<file path="config.mk">
export PLATFORM = sky130hd
export DESIGN_NAME = esc_front
export DESIGN_NICKNAME = d
export VERILOG_FILES = /design/src/design/esc_pkg.sv /design/src/design/esc_fifo.sv /design/src/design/esc_front.sv
export SDC_FILE = /design/constraint.sdc
export NUM_CORES = 1
export LEC_CHECK = 0
export ABC_AREA = 0
export ABC_CLOCK_PERIOD_IN_PS = 3910
export BUFFER_PORTS_ARGS = -buffer_cell sky130_fd_sc_hd__buf_2
export CORE_AREA = 2 2 171 173
export CTS_BUF_LIST = sky130_fd_sc_hd__clkbuf_8
export CTS_CLUSTER_DIAMETER = 30
export CTS_CLUSTER_SIZE = 30
export DETAILED_ROUTE_END_ITERATION = 8
export DIE_AREA = 0 0 173 175
export PLACE_DENSITY = 0.77
export SYNTH_ARGS = -nofsm -noshare
export SYNTH_HDL_FRONTEND = slang
export SYNTH_SLANG_ARGS = --single-unit
</file>
<file path="constraint.sdc">
create_clock -name clk_i -period 3.91 [get_ports clk_i]
set_input_delay 0.1955 -clock clk_i [delete_from_list [all_inputs] [get_ports clk_i]]
set_output_delay 0.1955 -clock clk_i [all_outputs]
set_load 0.05 [all_outputs]
</file>
<file path="src/design/esc_pkg.sv">
// ----------------------------------------------------------------------------
// Environmental sensor compensation package
// Shared item types, coefficient bundle, register indexes and queue sizing.
// ----------------------------------------------------------------------------
package esc_pkg;

  // Configuration port sizing.
  localparam int unsigned CFG_IDX_W  = 3;
  localparam int unsigned CFG_DATA_W = 48;

  // Register indexes.
  localparam logic [CFG_IDX_W-1:0] CFG_TEMP    = 3'd0;
  localparam logic [CFG_IDX_W-1:0] CFG_PRESS_A = 3'd1;
  localparam logic [CFG_IDX_W-1:0] CFG_PRESS_B = 3'd2;
  localparam logic [CFG_IDX_W-1:0] CFG_PRESS_C = 3'd3;
  localparam logic [CFG_IDX_W-1:0] CFG_HUM_A   = 3'd4;
  localparam logic [CFG_IDX_W-1:0] CFG_HUM_B   = 3'd5;

  // Item queue between the front and the back.
  localparam int unsigned QDEPTH = 2;
  localparam int unsigned QPTR_W = $clog2(QDEPTH);

  // One raw reading.
  typedef struct packed {
    logic [19:0] raw_temperature;
    logic [19:0] raw_pressure;
    logic [15:0] raw_humidity;
  } in_item_t;

  // One compensated result.
  typedef struct packed {
    logic signed [31:0] temperature_centi;
    logic [31:0]        pressure_q24_8;
    logic [16:0]        humidity_q22_10;
    logic               pressure_invalid;
  } out_item_t;

  // Calibration coefficients, split out of the configuration registers.
  typedef struct packed {
    logic [15:0] t1;
    logic [15:0] t2;
    logic [15:0] t3;
    logic [15:0] p1;
    logic [15:0] p2;
    logic [15:0] p3;
    logic [15:0] p4;
    logic [15:0] p5;
    logic [15:0] p6;
    logic [15:0] p7;
    logic [15:0] p8;
    logic [15:0] p9;
    logic [7:0]  h1;
    logic [15:0] h2;
    logic [7:0]  h3;
    logic [15:0] h4;
    logic [15:0] h5;
    logic [7:0]  h6;
  } coeff_t;

endpackage

</file>
<file path="src/design/esc_fifo.sv">
// ----------------------------------------------------------------------------
// Item queue
// Small register queue that lets the front and the back stall on their own.
// ----------------------------------------------------------------------------
module esc_fifo
  import esc_pkg::*;
(
  input  logic     clk_i,
  input  logic     rst_ni,
  input  logic     wr_valid_i,
  output logic     wr_ready_o,
  input  in_item_t wr_data_i,
  output logic     rd_valid_o,
  input  logic     rd_ready_i,
  output in_item_t rd_data_o
);

  in_item_t            mem_q [QDEPTH];
  logic [QPTR_W-1:0]   wr_ptr_q, rd_ptr_q;
  logic [QPTR_W:0]     cnt_q;
  logic                push, pop;

  assign wr_ready_o = (cnt_q != (QPTR_W+1)'(QDEPTH));
  assign rd_valid_o = (cnt_q != '0);
  assign rd_data_o  = mem_q[rd_ptr_q];
  assign push       = wr_valid_i && wr_ready_o;
  assign pop        = rd_valid_o && rd_ready_i;

  // Pointers and fill count.
  always_ff @(posedge clk_i or negedge rst_ni) begin
    if (!rst_ni) begin
      wr_ptr_q <= '0;
      rd_ptr_q <= '0;
      cnt_q    <= '0;
    end else begin
      if (push) wr_ptr_q <= wr_ptr_q + QPTR_W'(1);
      if (pop)  rd_ptr_q <= rd_ptr_q + QPTR_W'(1);
      if (push && !pop)      cnt_q <= cnt_q + (QPTR_W+1)'(1);
      else if (pop && !push) cnt_q <= cnt_q - (QPTR_W+1)'(1);
    end
  end

  // Storage.
  always_ff @(posedge clk_i) begin
    if (push) mem_q[wr_ptr_q] <= wr_data_i;
  end

  // The fill count never exceeds the depth.
  assert property (@(posedge clk_i) disable iff (!rst_ni)
    cnt_q <= (QPTR_W+1)'(QDEPTH))
    else $error("queue fill count above depth");

  // A lone push raises the fill count by one.
  assert property (@(posedge clk_i) disable iff (!rst_ni)
    push && !pop |=> cnt_q == $past(cnt_q) + (QPTR_W+1)'(1))
    else $error("queue count did not follow a push");

endmodule

</file>
<file path="src/design/esc_front.sv">
// ----------------------------------------------------------------------------
// Front end
// Holds the calibration registers, splits them into coefficients and passes
// accepted items into the queue.
// ----------------------------------------------------------------------------
module esc_front
  import esc_pkg::*;
(
  input  logic                  clk_i,
  input  logic                  rst_ni,
  input  logic                  cfg_valid_i,
  output logic                  cfg_ready_o,
  input  logic [CFG_IDX_W-1:0]  cfg_index_i,
  input  logic [CFG_DATA_W-1:0] cfg_data_i,
  input  logic                  in_valid_i,
  output logic                  in_ready_o,
  input  in_item_t              in_data_i,
  output logic                  q_valid_o,
  input  logic                  q_ready_i,
  output in_item_t              q_data_o,
  output coeff_t                coeff_o
);

  logic [47:0] temp_q, press_a_q, press_b_q, press_c_q;
  logic [31:0] hum_a_q;
  logic [39:0] hum_b_q;

  assign cfg_ready_o = 1'b1;

  // Register writes; unknown indexes are dropped.
  always_ff @(posedge clk_i or negedge rst_ni) begin
    if (!rst_ni) begin
      temp_q    <= '0;
      press_a_q <= '0;
      press_b_q <= '0;
      press_c_q <= '0;
      hum_a_q   <= '0;
      hum_b_q   <= '0;
    end else if (cfg_valid_i) begin
      case (cfg_index_i)
        CFG_TEMP:    temp_q    <= cfg_data_i;
        CFG_PRESS_A: press_a_q <= cfg_data_i;
        CFG_PRESS_B: press_b_q <= cfg_data_i;
        CFG_PRESS_C: press_c_q <= cfg_data_i;
        CFG_HUM_A:   hum_a_q   <= cfg_data_i[31:0];
        CFG_HUM_B:   hum_b_q   <= cfg_data_i[39:0];
        default: ;
      endcase
    end
  end

  // Coefficient fields.
  always_comb begin
    coeff_o.t1 = temp_q[15:0];
    coeff_o.t2 = temp_q[31:16];
    coeff_o.t3 = temp_q[47:32];
    coeff_o.p1 = press_a_q[15:0];
    coeff_o.p2 = press_a_q[31:16];
    coeff_o.p3 = press_a_q[47:32];
    coeff_o.p4 = press_b_q[15:0];
    coeff_o.p5 = press_b_q[31:16];
    coeff_o.p6 = press_b_q[47:32];
    coeff_o.p7 = press_c_q[15:0];
    coeff_o.p8 = press_c_q[31:16];
    coeff_o.p9 = press_c_q[47:32];
    coeff_o.h1 = hum_a_q[7:0];
    coeff_o.h2 = hum_a_q[23:8];
    coeff_o.h3 = hum_a_q[31:24];
    coeff_o.h4 = hum_b_q[15:0];
    coeff_o.h5 = hum_b_q[31:16];
    coeff_o.h6 = hum_b_q[39:32];
  end

  // Queue feeding.
  esc_fifo u_fifo (
    .clk_i      (clk_i),
    .rst_ni     (rst_ni),
    .wr_valid_i (in_valid_i),
    .wr_ready_o (in_ready_o),
    .wr_data_i  (in_data_i),
    .rd_valid_o (q_valid_o),
    .rd_ready_i (q_ready_i),
    .rd_data_o  (q_data_o)
  );

endmodule

</file>
==> results.tsv, run 1 <==
metric	value	unit
Seq cells post-synth	380	
first-pass GRT wire length	58400	um
Compound-Gate Fraction of Synth Area	0	%
Period Utilization, post-route	66.2	%
MaxCap Viol Count	0	
Tot GR Track Use	25.0	%
Nets	1461	
worst path buffer plus inverter count	2	
Slew @ Worst Pin	1.08	ns
Initial Util	49.4	%
global route total overflow	0	
syn_nets	869	
post-cts repair resize count	0	
Final Hold Viols	0	
core area	28400	sq um
crit path cell chain	buf_4 > mux2_2 > buf_2	
DRT Pass-1 Iters	4	
Top delay family on crit path	flip-flops	
buffer depth of the longest clock path	3	
Die ar.	30300	sq um
mux contribution to synthesized area	25.7	%
CTS root buf	clkbuf_8	
worst hold path type	in -> async	
Yosys top cell by area	dfrtp_1	
1st-iter DRT viols	409	
Worst Path Max Fanout	32	
multi-input logic area	3790	sq um
CP Class	reg -> out	
final WL	37600	um
largest family of logic cells by synthesized area	multiplexers	
fmax	386	MHz
synth-to-layout area growth	37.9	%
CTS sink cnt	380	
largest net degree at the start of global routing	111	
vias per cell	5.06	
Ports	435	
Site Rows	62	
CTS tree	yes	
worst r2r path cells	3	
worst reg2reg setup slack	1.89	ns
antenna violations before repair	2	
IO Port Bufs	433	
Max-slew headroom	28.1	%
Final Core Density	68.1	%
maximum vdd ir drop	0.497	mV
Num CTS Buffers	67	
Crit-path slowest cell	dfrtp_2	
Synth Area in XOR/XNOR	0.312	%
DR DRC count	0	
fin. max-slew vios	0	
total negative slack	0	ns
most common cell after layout, fill and taps aside	buf_2	
Routed Antenna Nets	0	
status	complete, no violations	
Leak Pwr	8.76	nW
area share of fa/ha/maj cells after synthesis	0.0893	%
synthesized instance count	756	
H-tree levels	3	
mean post-synth cell area	18.5	sq um
Worst-Skew Late Latency	0.57	ns
sequential-to-total area share from yosys stat	71.8	%
Die W	173	um
Post-Syn Area	14000	sq um
Setup Viol. Count Final	0	
crit-path max cell delay	0.84	ns
clock skew	0.0319	ns
detailed placement HPWL	23900	um
CP startpoint kind	register	
most frequent cells in the layout	432 x buf_2, 313 x mux2_2, 267 x dfrtp_1	
number of cells on the critical path	3	
RSZ-0062 raised after global routing	no	
post-route minimum period	2.59	ns
post-synthesis simple-gate area fraction	0.750	%
Cell Pwr Density	803	nW/um^2
CTS clk-pin slew, worst paths	0.06	ns
fillers	1869	
Worst EP arrival	2.39	ns
most area-consuming cells after synthesis	dfrtp_1 48%, mux2_2 25%, edfxtp_1 24%, buf_2 0.96%, mux2_1 0.56%	
Synth warnings	0	
register area	10100	sq um
share of layout cells above drive strength 1	63.3	%
vias	9049	
number of global-route vias before repair	10100	
routed len/inst	21.1	um
post-synth cell types	22	
critical path required time	3.71	ns
CP endpoint kind	output port	
Final GP Congestion	0.767	
Die Span Y	175	um
post-synth top area share	47.8	%
## power by group
part / total [W] / internal, W / switching, W
logic: 0.00577 / 0.00149 / 0.00429
clock network: 0.00425 / 0.00253 / 0.00172
registers: 0.00550 / 0.00504 / 0.000457
total: 0.0155 / 0.00906 / 0.00646
## logic make-up (layout without fill, tap and decap cells)
logic type | Yosys count | count (layout)
xor+xnor | 5 | 5
fa+ha+maj | 1 | 1
buf+inv | 35 | 680
flops | 380 | 380
mux | 320 | 320
other cells | 1 | 3
simple gates | 14 | 14
## sequential cells by signal, summed over array words and instances, names as in the netlist
register and flops:
u_fifo.cnt_q 2, press_c_q 48, temp_q 48, hum_b_q 40, press_a_q 48, u_fifo.rd_ptr_q 1
u_fifo.mem_q 112, hum_a_q 32, u_fifo.wr_ptr_q 1, press_b_q 48
## layer usage
layer | vias to the layer above | track usage [%] | routed length (um)
met5 | - | 0 | 0
met4 | 0 | 10.6 | 1180
met3 | 72 | 8.09 | 3200
met2 | 402 | 42.4 | 18800
li1 | 3983 | - | -
met1 | 4592 | 29.6 | 14400
## layout make-up
type | count | share of cell area (%)
sequential | 380 | 52.1
inverter | 1 | 0.0194
timing repair buffer | 557 | 17.5
clock inverter | 41 | 2.48
multi-input combinational | 341 | 19.6
tap | 384 | 2.48
clock buffer | 81 | 5.77
antenna | 2 | 0.0259
## synthesized netlist by cell type
master,instances
and3_1,1
nand2_1,3
mux2_2,313
ha_1,1
or2_2,1
mux2_1,7
conb_1,1
buf_4,4
buf_2,27
nor4b_2,1
edfxtp_1,112
xnor2_1,3
nor2_1,2
nand2b_1,1
nor3_2,1
xor2_1,2
dfrtp_1,268
and4bb_2,1
clkbuf_1,3
inv_1,1
nand4b_1,2
and4bb_1,1
## repair_timing
item	4_1_cts	5_1_grt
hold buffers	107	0
setup buffers	0	0
endpoints found under the hold margin	478	0
## final timing paths
check / from / end
worst max register to register: u_fifo.cnt_q[0] / u_fifo.mem_q[1][23]
worst min register to register: hum_a_q[4] / hum_a_q[4]
max in group asynchronous: rst_ni / temp_q[13]
worst min-delay path: rst_ni / press_c_q[37]
worst max-delay path: u_fifo.rd_ptr_q / q_data_o[39]
min in group clk_i: in_data_i[18] / u_fifo.mem_q[0][18]
## per-stage QoR
| stage | cells | area (sq um) | total power [W] | setup WS, ns | hold slack [ns] |
|---|---|---|---|---|---|
| floorplan | 756 | 14000 | 0.00975 | 0.0236 | -0.100 |
| global placement | 1556 | 16700 | 0.0111 | 1.68 | 0.315 |
| detailed placement | 1556 | 16700 | 0.0112 | 1.63 | 0.325 |
| CTS | 1785 | 19300 | 0.0156 | 1.29 | 0.285 |
| global route | 1787 | 19300 | 0.0161 | 1.22 | 0.322 |
| finish | 1787 | 19300 | 0.0155 | 1.32 | 0.277 |
(Power assumes the default switching activity.)
==> inputs of run 2 (changes only) <==
- ABC_CLOCK_PERIOD_IN_PS: 3910 -> 2410
- clock period: 3.91 -> 2.41 ns (I/O delays scaled with it)
==> results.tsv, run 2 (same netlist as run 1, synthesis figures left out) <==
metric	value	unit	change
final hold slack	0.122	ns	-0.155 ns
register area	10100	sq um	unchanged
Reg-to-Reg End	u_fifo.mem_q[0][27]		
status	complete, no violations		
DR DRC count	0		unchanged
vias per cell	5.05		-0.29%
Site Rows	62		unchanged
Die ar.	30300	sq um	unchanged
first-pass GRT wire length	59100	um	+1.2%
Top reg by flops	u_fifo.mem_q		
most common cell after layout, fill and taps aside	buf_2		
RSZ-0062 raised after global routing	no		
Routed Antenna Nets	0		unchanged
Period Utilization, post-route	91.1	%	
DRT Pass-1 Iters	4		unchanged
routed len/inst	21.4	um	+1.8%
critical path required time	2.29	ns	-1.42 ns
CTS tree	yes		
IO Port Bufs	433		unchanged
post-cts repair resize count	0		unchanged
crit path cell chain	buf_12 > mux2_2 > buf_2		
clock skew	0.0495	ns	+0.0176 ns
fin. max-slew vios	0		unchanged
CP startpoint kind	register		
Die W	173	um	unchanged
Num CTS Buffers	71		+6.0%
CTS sink cnt	380		unchanged
Largest register FFs	112		unchanged
Tot GR Track Use	25.4	%	+0.33 points
Ports	435		unchanged
maximum vdd ir drop	0.782	mV	+57%
Slew @ Worst Pin	0.652	ns	-0.427 ns
MaxCap Viol Count	0		unchanged
Max-slew headroom	56.3	%	+28 points
CP Class	reg -> out		
final WL	38500	um	+2.3%
1st-iter DRT viols	436		+6.6%
Worst EP arrival	2.07	ns	-0.32 ns
Final Hold Viols	0		unchanged
Leak Pwr	8.75	nW	about the same
vias	9068		+0.21%
synth-to-layout area growth	38.5	%	
global route total overflow	0		unchanged
crit-path max cell delay	0.53	ns	-0.31 ns
fmax	456	MHz	
largest net degree at the start of global routing	72		-35%
multi-input logic area	3790	sq um	unchanged
share of layout cells above drive strength 1	63.4	%	about the same
number of cells on the critical path	3		unchanged
antenna violations before repair	1		-1
Crit. Startpoint	u_fifo.rd_ptr_q		
H-tree levels	3		unchanged
CTS clk-pin slew, worst paths	0.07	ns	about the same
RR Startpoint	u_fifo.cnt_q[0]		
Setup Viol. Count Final	0		unchanged
CP endpoint kind	output port		
Top delay family on crit path	flip-flops		
number of global-route vias before repair	10000		-0.68%
worst r2r path cells	4		+1
worst path buffer plus inverter count	2		unchanged
Worst-Skew Late Latency	0.58	ns	about the same
Setup crit end	q_data_o[55]		
buffer depth of the longest clock path	3		unchanged
CTS root buf	clkbuf_8		
Initial Util	49.4	%	unchanged
Cell Pwr Density	1290	nW/um^2	+61%
Nets	1465		+0.27%
Final GP Congestion	0.818		+6.7%
post-CTS setup buffers	0		unchanged
post-route minimum period	2.19	ns	
core area	28400	sq um	unchanged
fillers	1899		+1.6%
worst reg2reg setup slack	0.70	ns	-1.19 ns
Crit-path slowest cell	dfrtp_2		
Die Span Y	175	um	unchanged
worst hold path type	in -> async		
most frequent cells in the layout	432 x buf_2, 313 x mux2_2, 267 x dfrtp_1		
detailed placement HPWL	24400	um	+2.0%
Worst Path Max Fanout	48		+50%
total negative slack	0	ns	unchanged
[run 2: cell types whose count changed in the layout (fill, tap and decap cells not counted), sizes merged]
cell / delta
clkinvlp: +9
clkinv: +6
bufinv: -4
diode: -1
inv: -1
[run 2: repair_timing]
action                                  4_1_cts  5_1_grt
endpoints found under the hold margin       596        0
endpoints found under the setup margin        0        0
hold buffers                                107        0
[run 2: cell type report]
class                           instances  share of cell area [%]
Inverter                                1                  0.0193
Antenna cell                            1                  0.0129
Sequential cell                       380                    51.9
Tap cell                              384                    2.48
Clock inverter                         51                    2.35
Multi-Input combinational cell        341                    19.5
Clock buffer                           81                    5.74
Timing Repair Buffer                  557                    18.0
[run 2: worst min-delay path by stage]
stage	to	cells after the start	slack (ns)	startpoint
3_3_place_gp	press_a_q[21]	1	0.12	rst_ni
4_1_cts	press_a_q[21]	2	0.11	rst_ni
5_1_grt	press_a_q[21]	2	0.15	rst_ni
6_report	press_a_q[21]	2	0.12	rst_ni
2_1_floorplan	hum_a_q[0]	0	-0.18	rst_ni
3_5_place_dp	press_c_q[24]	1	0.13	rst_ni
[run 2: power breakdown]
group | internal (W) | total (W) | switching (W) | leakage (nW)
Sequential | 0.00818 | 0.00886 | 0.000684 | 4.25
Clock | 0.00374 | 0.00668 | 0.00294 | 0.795
Combinational | 0.00245 | 0.00953 | 0.00707 | 3.70
Total | 0.0144 | 0.0251 | 0.0107 | 8.75
[run 2: layer usage]
metal	share of wire (%)	vias up	global-route usage, %
li1	-	3990	-
met1	37	4589	28.8
met2	50	407	43.4
met3	9.1	82	9.38
met4	3.4	0	10.6
met5	0	-	0
[run 2: metrics by stage]
stage,instances,worst slack [ns],power (W),area [sq um],util (%)
after floorplan,756,0.0513,0.0158,14000,-
after global placement,1556,0.652,0.0181,16800,59.0
after detailed placement,1556,0.606,0.0183,16800,59.0
after CTS,1795,0.203,0.0251,19400,68.4
after global routing,1796,0.146,0.0260,19400,68.4
final,1796,0.215,0.0251,19400,68.4
==> inputs of run 3 (changes only) <==
- SETUP_SLACK_MARGIN: unset -> 0.5
==> results.tsv, run 3 (same netlist as run 1, synthesis figures left out) <==
metric	value	unit	change
vias	9366		+3.3%
Final Hold Viols	0		unchanged
fmax	498	MHz	+9.2%
Max-slew headroom	49.0	%	-7.2 points
first-pass GRT wire length	61700	um	+4.4%
Cell Pwr Density	1330	nW/um^2	+2.6%
CP startpoint kind	register		
buffer depth of the longest clock path	3		unchanged
WL met3	3780	um	+8.1%
CTS root buf	clkbuf_8		
detailed placement HPWL	23800	um	-2.2%
# diodes	0		-1
H-tree levels	3		unchanged
Leak Pwr	9.08	nW	+3.8%
CP endpoint kind	output port		
Final GP Congestion	0.793		-3.1%
routed length on met1	15300	um	+7.2%
share of layout cells above drive strength 1	63.3	%	about the same
Setup Viol. Count Final	0		unchanged
fillers	1774		-6.6%
IO Port Bufs	433		unchanged
total negative slack	0	ns	unchanged
global route total overflow	0		unchanged
post-route cell area	20100	sq um	+3.4%
Die ar.	30300	sq um	unchanged
Setup WS post-layout	0.400	ns	+0.185 ns
DRT Pass-1 Iters	7		+3
largest net degree at the start of global routing	90		+25%
status	complete, no violations		
number of global-route vias before repair	10300		+2.7%
vias per cell	5.21		+3.1%
Slew @ Worst Pin	0.760	ns	+0.108 ns
Worst EP arrival	1.89	ns	-0.18 ns
most frequent cells in the layout	376 x buf_2, 298 x mux2_2, 267 x dfrtp_1		
Ports	435		unchanged
maximum vdd ir drop	0.906	mV	+16%
Largest register FFs	112		unchanged
Power, Total	0.0266	W	+6.1%
most common cell after layout, fill and taps aside	buf_2		
antenna violations before repair	0		-1
CTS tree	yes		
Die W	173	um	unchanged
final WL	41400	um	+7.4%
synth-to-layout area growth	43.1	%	
Die Span Y	175	um	unchanged
Nets	1474		+0.61%
Worst Path Max Fanout	7		-85%
register area	10100	sq um	unchanged
routed len/inst	23.0	um	+7.2%
DR DRC count	0		unchanged
Worst-Skew Late Latency	0.57	ns	about the same
critical path required time	2.29	ns	about the same
Period Utilization, post-route	83.4	%	-7.7 points
Tot GR Track Use	26.6	%	+1.2 points
clock skew	0.0273	ns	-0.0221 ns
CP Class	reg -> out		
multi-input logic area	3860	sq um	+1.9%
1st-iter DRT viols	439		+0.69%
Final Core Density	70.7	%	+2.3 points
core area	28400	sq um	unchanged
dpl ws	0.507	ns	-0.0997 ns
post-route minimum period	2.01	ns	-0.185 ns
Num CTS Buffers	68		-4.2%
MaxCap Viol Count	0		unchanged
RSZ-0062 raised after global routing	yes		
Routed met2 length	20900	um	+7.9%
Max Used Layer	met4		
Site Rows	62		unchanged
fin. max-slew vios	0		unchanged
Top reg by flops	u_fifo.mem_q		
CTS sink cnt	380		unchanged
post-place instance area	16800	sq um	about the same
worst hold path type	in -> async		
Routed Antenna Nets	0		unchanged
CTS clk-pin slew, worst paths	0.07	ns	about the same
Initial Util	49.4	%	unchanged
==> run 3: changes by cell type in the layout (fill, tap and decap cells not counted), sizes merged <==
cell      delta
clkinvlp    -10
clkinv       -2
clkbuf       -8
diode        -1
buf         +11
inv         +10
bufinv       +3
==> run 3: metal layers <==
metal / up-vias / track usage, %
met1: 4785 / 30.8
met2: 485 / 45.6
met5: - / 0
met3: 101 / 9.14
li1: 3995 / -
met4: 0 / 10.6
==> run 3: worst paths after layout <==
kind                                 startpoint               to  slack (ns)  cells past startpoint
worst max-delay path            u_fifo.rd_ptr_q      q_data_o[5]        0.40                      5
worst min-delay path                     rst_ni    press_c_q[36]        0.14                      2
worst max register to register  u_fifo.cnt_q[1]  u_fifo.cnt_q[1]        0.92                      6
worst min register to register       hum_a_q[4]       hum_a_q[4]        0.49                      1
max in group asynchronous                rst_ni    press_b_q[14]        1.41                      3
min in group clk_i               cfg_index_i[2]       temp_q[21]        0.25                      4
==> run 3: repair_timing <==
action	in CTS	in global routing
endpoints found under the hold margin	461	0
gates cloned	4	1
setup buffers	5	1
hold buffers	107	0
gates resized for setup	117	27
endpoints found under the setup margin	56	56
pin swaps	0	0
==> run 3: power by group <==
group          total [W]  internal, W  switching [W]
combinational     0.0109      0.00348        0.00745
sequential       0.00890      0.00818       0.000719
clock            0.00676      0.00379        0.00297
==> run 3: layout make-up <==
cell class | count | share of cell area (%)
flip-flops and latches | 380 | 50.2
multi-input cells | 341 | 19.3
clock buffers | 72 | 4.94
clock inverters | 52 | 2.74
well taps | 384 | 2.40
repair buffers | 569 | 20.4
inverters | 1 | 0.0187
==> run 3: worst max-delay path: stages, from the launching register on <==
cell and delay [ns]:
dfrtp_2 0.46, buf_12 0.16, buf_12 0.12, buf_16 0.14, mux2_2 0.30, buf_6 0.16
==> run 3: metrics by stage <==
| stage | instances | hold slack [ns] |
|---|---|---|
| 2_1_floorplan | 756 | -0.175 |
| 3_3_place_gp | 1557 | 0.183 |
| 3_5_place_dp | 1557 | 0.186 |
| 4_1_cts | 1797 | 0.152 |
| 5_1_grt | 1799 | 0.195 |
| 6_report | 1799 | 0.145 |
